[src/rtl/mi3_out_buf.sv]
`default_nettype none
// ============================================================================
// mi3_out_buf
// Two-entry output buffer that decouples the pipeline from the result port.
// ============================================================================
module mi3_out_buf #(
    parameter int DATA_BITS = 32
) (
    input  logic                 aclk,
    input  logic                 aresetn,
    input  logic                 in_valid,
    input  logic [DATA_BITS-1:0] in_data,
    output logic                 in_ready,
    output logic                 out_valid,
    input  logic                 out_ready,
    output logic [DATA_BITS-1:0] out_data
);

    logic [1:0]           count_reg, count_next;
    logic [DATA_BITS-1:0] head_reg, head_next;
    logic [DATA_BITS-1:0] skid_reg, skid_next;
    logic                 push, pop;

    assign in_ready  = (count_reg != 2'd2);
    assign out_valid = (count_reg != 2'd0);
    assign out_data  = head_reg;
    assign push      = in_valid && in_ready;
    assign pop       = out_valid && out_ready;

    always_comb begin
        count_next = count_reg;
        head_next  = head_reg;
        skid_next  = skid_reg;
        unique case (count_reg)
            2'd0: begin
                if (push) begin
                    head_next  = in_data;
                    count_next = 2'd1;
                end
            end
            2'd1: begin
                if (push && pop) begin
                    head_next = in_data;
                end else if (push) begin
                    skid_next  = in_data;
                    count_next = 2'd2;
                end else if (pop) begin
                    count_next = 2'd0;
                end
            end
            2'd2: begin
                if (pop) begin
                    head_next  = skid_reg;
                    count_next = 2'd1;
                end
            end
            default: begin
                count_next = 2'd0;
            end
        endcase
    end

    always_ff @(posedge aclk) begin
        if (!aresetn) begin
            count_reg <= 2'd0;
        end else begin
            count_reg <= count_next;
        end
    end

    always_ff @(posedge aclk) begin
        head_reg <= head_next;
        skid_reg <= skid_next;
    end

endmodule
`default_nettype wire

[config.mk]
export PLATFORM = sky130hd
export DESIGN_NAME = mi3_out_buf
export DESIGN_NICKNAME = d
export VERILOG_FILES = /design/src/rtl/mi3_out_buf.sv
export SDC_FILE = /design/constraint.sdc
export NUM_CORES = 1
export LEC_CHECK = 0
export ABC_AREA = 1
export BUFFER_PORTS_ARGS = -buffer_cell sky130_fd_sc_hd__buf_2
export CORE_MARGIN = 5
export CORE_UTILIZATION = 45
export CTS_CLUSTER_SIZE = 14
export DETAILED_ROUTE_END_ITERATION = 10
export PLACE_DENSITY_LB_ADDON = 0.25
export SLEW_MARGIN = 15
export SYNTH_ARGS = -nofsm -noshare
export SYNTH_HDL_FRONTEND = slang
export SYNTH_SLANG_ARGS = --single-unit
[constraint.sdc]
create_clock -name aclk -period 3.2 [get_ports aclk]
set_clock_uncertainty 0.15 [all_clocks]
set_input_delay 0.64 -clock aclk [delete_from_list [all_inputs] [get_ports aclk]]
set_output_delay 0.64 -clock aclk [all_outputs]
set_load 0.01 [all_outputs]
Word level (Yosys, flattened, before mapping)
Index checks and enable logic that the tools add are counted.
Cells by class
  multiply operators: 0
  shift-type cells: 0
  eq/ne operators: 8
  order comparisons: 0
  muxes and demuxes: 10
  reduce and logical (&&, ||, !) cells: 9
  add/subtract/negate cells: 0
  div/mod/pow operators: 0
  bitwise gates (word level): 1
Operators by type and width (number)
  2-to-1 mux 32 bit: 3
  one-hot mux 32 bit (3 select lines): 1
  2-to-1 mux 2 bit: 5
  != test 2 bit, second input constant: 5
  AND reduction 4 bit: 2
  one-hot mux 2 bit (3 select lines): 1
  logical AND 1 bit: 3
  != test 3 bit, second input constant: 1
  AND reduction 3 bit: 1
  nonzero test 3 bit: 1
  equality test 2 x 1 -> 1 bit, second input constant: 1
  equality test 2 bit, second input constant: 1
  logical NOT 2 bit: 1
  nonzero test 2 bit: 1
  inverter 1 bit: 1
Storage, ports and cells
  input port bits: 36
  flip-flop bits (word level): 66
  logic and storage cells: 31
  output and inout port bits: 34
  memories kept: 0
  memory bits (writable): 0
  latch bits: 0
  memory bits (read-only): 0

Depth between registers and ports, before layout
Gate-level depths: netlist (run 1).
  depth after elaboration: 6
  mapped depth: 7
  depth with buffers taken out: 6

Worst setup path after synthesis (run 1)
No wires, ideal clock.
  path type: in2reg
  from: input port out_ready
  to: register head_reg[0] (netlist: out_data[0]), enable pin
  path slack: 211 ps
  stages on the path: 4
  data required time: 2618 ps
  path buffers: 0
  library setup time: 432 ps
  arrival: 2407 ps
  path through: inv_1 -> nand3_2 -> nand2_1 -> a21oi_1
Between the ends
  longest elaborated chain between the ends: 4
  elaborated cells on any way between the ends: 5
  those cells by class: eq/ne (2); reduce/logical (3)
RTL lines
  start: declaration: RTL line 15  | input logic out_ready,
  logical AND 1 bit *: RTL line 28  | assign pop = out_valid && out_ready;
  logical AND 1 bit: RTL line 42  | if (push && pop) begin
  != test 2 bit (no line)
  AND reduction 4 bit (no line) *
  end signal: assignment: RTL line 72  | head_reg <= head_next;
  end: declaration: RTL line 20  | logic [DATA_BITS-1:0] head_reg, head_next;
Mark *: on every way between the ends. The rest lies on a longest branch, timed or not.
A chain may end at the register's enable or synchronous reset.

Worst setup path in the final report (run 1)
  from: register count_reg[0]
  to: output port in_ready
Between the ends
  longest elaborated chain between the ends: 1
RTL lines
  start: declaration: RTL line 19  | logic [1:0] count_reg, count_next;
  start signal: assignment: RTL line 67  | count_reg <= count_next;
  != test 2 bit: RTL line 24  | assign in_ready = (count_reg != 2'd2);
  end: declaration: RTL line 13  | output logic in_ready,
Every way passes these cells.

==> results.txt, run 1 <==
Initial antenna violation count: 0
Largest net degree at the start of global routing: 36
Critical Path End Type: primary output
Global-route usage over all layers: 14.8%
Pleak: 1.34 nW
Peak VDD IR: 0.000305 V
First-pass DRT Iterations: 4
Ports: 70
Postcts setup bufs: 0
Reg area: 1960 µm²
CTS Buf Count: 9
Final Util: 56.6%
Hold slack: 0.355 ns
Min Tclk post-route: 2.40 ns
FF-to-FF Start: count_reg[0]
Vias: 1646
Die extent in x: 85.4 µm
CP cell instances: inv_4 > nand2_4 > buf_2
Iter 0 DRT Violations: 97
Design area: 3120 µm²
Clk sinks: 66
RSZ-0062 raised after global routing: no
Die ar.: 7290 µm²
Maxcap violations: 0
Worst-margin pin slew: 0.672 ns
Reg-to-reg slack, setup: 1.08 ns
N_diodes: 0
Clock Latency Late Sink: 0.32 ns
Die H: 85.4 µm
Status: finished clean
Max frequency: 417 MHz
Core ar.: 5510 µm²
Non-Filler Instances: 344
Critical path class: reg2out
Placed Cells incl. Taps: 329
Post-synth top cells: nand2_1 (68), edfxtp_1 (64), nand3_1 (33), inv_1 (7), buf_2 (6)
Total power: 1.77 mW
Top-area cell type share of the netlist area: 75.2%
Worst path bufs/invs: 2
Hold path startpoint: in_data[0]
CP top delay family: buffers and inverters
Grt ovf: 0
Largest family of logic cells by synthesized area: simple AND/OR/NAND/NOR gates
Worst hold path class: in2reg
Worst path max stage delay: 0.39 ns
CTS tree: done
CTS root buffer: clkbuf_8
Synth warn: 0
Synth area leader: edfxtp_1
WP data required: 2.41 ns
Post-synthesis simple-gate area fraction: 18.8%
Tcrit/Tclk final: 75.0%
DRC: 0
NumNets Final: 304
PD cells: 567 nW/µm²
Syn nets: 231
Critical path launch point: count_reg[0]
CP startpoint kind: flip-flop
Synth Area in XOR/XNOR: 0%
Number of flops mapped to enable cells by yosys: 64
Starting density of the core: 46.4%
Worst-path clk slew: 0.07 ns
Fraction of the mapped netlist area in compound gates: 0.392%
Synth Register Bits: 66
Avg WL per Cell: 14.2 µm
Synth Area per Inst: 13.1 µm²
Htree depth: 3
Stages on the worst setup path: 3
Ys async rst share: 0%
Max Slew Vio Count: 0
Top post-synthesis cells by area: edfxtp_1 (75%), nand2_1 (10%), nand3_1 (6.5%)
RR Endpoint: skid_reg[11]
# rows: 27
Area grow syn2layout: 22.0%
Final hold vios: 0
Slowest CP cell: dfxtp_1
Multi-input logic area: 502 µm²
Number of gates resized after cts: 0
Setup Slack @ Placement: 1.06 ns
Unique masters post-synth: 15
Fill count: 481
DP Area: 2970 µm²
Via density: 4.78
Post-route ant nets: 0
First-pass GRT wire length: 8290 µm
Post-synthesis cell area: 2560 µm²
Number of port buffers: 69
CP Max Fanout: 35
Global placement routability congestion: 0.802
Synth Instances: 195
Post-synthesis sequential area ratio: 76.7%
CTS Buffer Depth: 2
Layout cells sized above 1: 33.5%
Post-DP HPWL: 3260 µm
# setup viols final: 0
Mux share of post-synthesis cell area: 0%
Vias in the first global route: 1714
Count leader, synth: nand2_1
Post-synthesis adder-cell area fraction: 0%
R2r worst-path depth: 5
PnR worst setup slack: 0.801 ns
Max-slew headroom: 55.2%
Worst path arrival time: 1.61 ns
Detailed Route WL: 4870 µm
Post-CTS Hold Fix Bufs: 0
Setup Total Neg Slack: 0 ns
End of the critical path: in_ready
Top_reg_cell synth: edfxtp_1
==> cell usage in the layout, fill, tap and decap left out, drive strengths merged <==
cell type  instances
clkinv             5
buf               72
dfxtp              2
nand4              1
nand2             69
inv                8
a21oi              2
nand3             35
edfxtp            64
clkbuf            10
nor2               4
==> routing by layer <==
| layer | track usage (%) | wire length [µm] | up-vias |
|---|---|---|---|
| met5 | 0 | 0 | - |
| met4 | 8.78 | 127 | 0 |
| met3 | 3.69 | 335 | 11 |
| met2 | 23.2 | 2400 | 58 |
| met1 | 18.5 | 2010 | 754 |
| li1 | - | - | 823 |
==> worst min path at each step <==
stage / depth (start not counted) / end / slack (ns)
CTS: 1 / skid_reg[0] / 0.34
finish: 1 / skid_reg[0] / 0.36
global route: 1 / skid_reg[0] / 0.34
detailed placement: 2 / out_data[9] / 0.39
floorplan: 2 / out_data[0] / 0.37
global placement: 2 / out_data[19] / 0.38
==> layout make-up <==
type / instances / area share (%)
multi-input combinational: 111 / 16.1
tap: 72 / 2.89
sequential: 66 / 63.0
timing repair buffer: 72 / 12.2
clock inverter: 5 / 0.722
inverter: 8 / 1.04
clock buffer: 10 / 4.09
==> logic make-up after synthesis <==
group | count (synthesis)
DFF | 66
and+or+nand+nor | 109
buffers and inverters | 18
AOI/OAI and AO/OA | 2
==> report_power, final <==
part	internal (mW)	leakage (nW)	switching, mW	total (mW)
Sequential	1.02	0.620	0.0156	1.04
Combinational	0.0668	0.636	0.120	0.187
Clock	0.267	0.0808	0.279	0.547
Total	1.35	1.34	0.415	1.77
Note: power is estimated with default switching activity, not from simulation.
==> run 2, diff against run 1 <==
Clock period 3.2 ns to 2 ns, I/O delays scaled along.
==> run 2 against run 1 <==
Wire length is 0.16% lower. Design area is 1.2% higher. Critical endpoint unchanged. Flip-flop and latch count stayed put. Largest power group unchanged.
==> results.txt, run 2 (synthesis gave the netlist of run 1 again) <==
Tcrit/Tclk final: 91.6%
Global placement routability congestion: 0.754 (-6.0%)
Status: finished clean
N_diodes: 0 (unchanged)
Stages on the worst setup path: 3 (unchanged)
# setup viols final: 0 (unchanged)
CP Max Fanout: 19 (-46%)
Htree depth: 3 (unchanged)
Number of gates resized after cts: 0 (unchanged)
Grt ovf: 0 (unchanged)
Switching Share: 22.8% (-0.63 points)
PD cells: 916 nW/µm² (+62%)
Max frequency: 546 MHz
Post-CTS Hold Fix Bufs: 0 (unchanged)
Die extent in x: 85.4 µm (unchanged)
Largest net degree at the start of global routing: 33 (-8.3%)
Post-route ant nets: 0 (unchanged)
Pleak: 1.35 nW (+0.88%)
Starting density of the core: 46.4% (unchanged)
Max-slew headroom: 78.1% (+23 points)
CTS tree: done
Core ar.: 5510 µm² (unchanged)
Layout cells sized above 1: 33.1% (-0.36 points)
NumNets Final: 306 (+0.66%)
WP data required: 1.45 ns (-0.96 ns)
Detailed Route WL: 4870 µm (-0.16%)
Post-DP HPWL: 3240 µm (-0.53%)
First-pass DRT Iterations: 4 (unchanged)
Setup Total Neg Slack: 0 ns (unchanged)
Area grow syn2layout: 23.4%
CP top delay family: flip-flops
Worst hold path class: in2reg
Maxcap violations: 0 (unchanged)
Hold depth: 1 (unchanged)
Hold slack: 0.111 ns (-0.244 ns)
First-pass GRT wire length: 8180 µm (-1.3%)
Max Slew Vio Count: 0 (unchanged)
Min Tclk post-route: 1.83 ns
Avg WL per Cell: 14.0 µm (-1.0%)
Worst path max stage delay: 0.48 ns (+0.09 ns)
Worst-margin pin slew: 0.328 ns (-0.344 ns)
Worst path bufs/invs: 2 (unchanged)
CP startpoint kind: flip-flop
CTS Buf Count: 9 (unchanged)
Postcts setup bufs: 0 (unchanged)
Logic pwr share: 10.8% (+0.3 points)
Ports: 70 (unchanged)
Cell Int Power: 2.23 mW (+65%)
R2r worst-path depth: 5 (unchanged)
Die H: 85.4 µm (unchanged)
Via density: 4.75 (-0.68%)
Number of port buffers: 69 (unchanged)
Commonest cells after routing, fill and taps aside: buf_2 (69), nand2_1 (68), edfxtp_1 (64), nand3_1 (33), clkbuf_8 (10)
Sequential power share: 57.3% (-1.2 points)
Vias: 1649 (+0.18%)
Slowest CP cell: dfxtp_1
Clock power frac: 31.9% (+1.0 points)
CTS Buffer Depth: 2 (unchanged)
RSZ-0062 raised after global routing: no
Iter 0 DRT Violations: 118 (+22%)
Worst path arrival time: 1.28 ns (-0.33 ns)
Worst-path clk slew: 0.07 ns (about the same)
Final Util: 57.3% (+0.68 points)
Die ar.: 7290 µm² (unchanged)
Vias in the first global route: 1673 (-2.4%)
Switching power: 0.660 mW (+59%)
Clk sinks: 66 (unchanged)
Critical path class: reg2out
Final hold vios: 0 (unchanged)
Initial antenna violation count: 0 (unchanged)
DRC: 0 (unchanged)
Peak VDD IR: 0.000439 V (+44%)
CP cell instances: inv_4 > nand2_4 > buf_2
Global-route usage over all layers: 14.9% (+0.11 points)
Clock Latency Late Sink: 0.33 ns (about the same)
Critical Path End Type: primary output
# rows: 27 (unchanged)
Commonest non-fill, non-tap cell in the layout: buf_2
CTS root buffer: clkbuf_8
run 2: final timing paths:
check	from	endpoint	slack, ns
setup / recovery	count_reg[0]	in_ready	0.17
hold / removal	in_data[0]	skid_reg[0]	0.11
setup reg to reg	count_reg[0]	skid_reg[13]	0.33
hold reg to reg	skid_reg[13]	out_data[13]	0.39
run 2: per-stage QoR:
| stage | std cells | power, mW | cell area, µm² | setup slack (ns) |
|---|---|---|---|---|
| final | 347 | 2.89 | 3160 | 0.167 |
| after global routing | 347 | 3.05 | 3160 | 0.0624 |
| after CTS | 347 | 2.93 | 3160 | 0.147 |
| after detailed placement | 331 | 2.01 | 3000 | 0.355 |
| after global placement | 331 | 2.00 | 3000 | 0.390 |
| after floorplan | 195 | 1.85 | 2570 | 0.119 |
run 2: per-layer routing:
| layer | vias to the layer above | track usage (%) | routed length (µm) |
|---|---|---|---|
| li1 | 825 | - | - |
| met1 | 767 | 17.5 | 1950 |
| met2 | 52 | 24.5 | 2530 |
| met3 | 5 | 5.53 | 333 |
| met4 | 0 | 6.47 | 50 |
| met5 | - | 0 | 0 |
run 2: area by class of cell:
cell class	count	area [µm²]
multi-input cells	111	502
repair buffers	74	408
clock inverters	1	3.75
flip-flops and latches	66	1960
clock buffers	15	156
fillers	464	2350
well taps	72	90.1
inverters	8	32.5
run 2: power by group through the flow:
stage	Sequential (mW)	Clock [mW]	Combinational [mW]
after floorplan	1.73	0	0.120
after global placement	1.69	0	0.310
after detailed placement	1.69	0	0.318
after CTS	1.66	0.953	0.319
after global routing	1.67	1.03	0.347
final	1.66	0.923	0.311
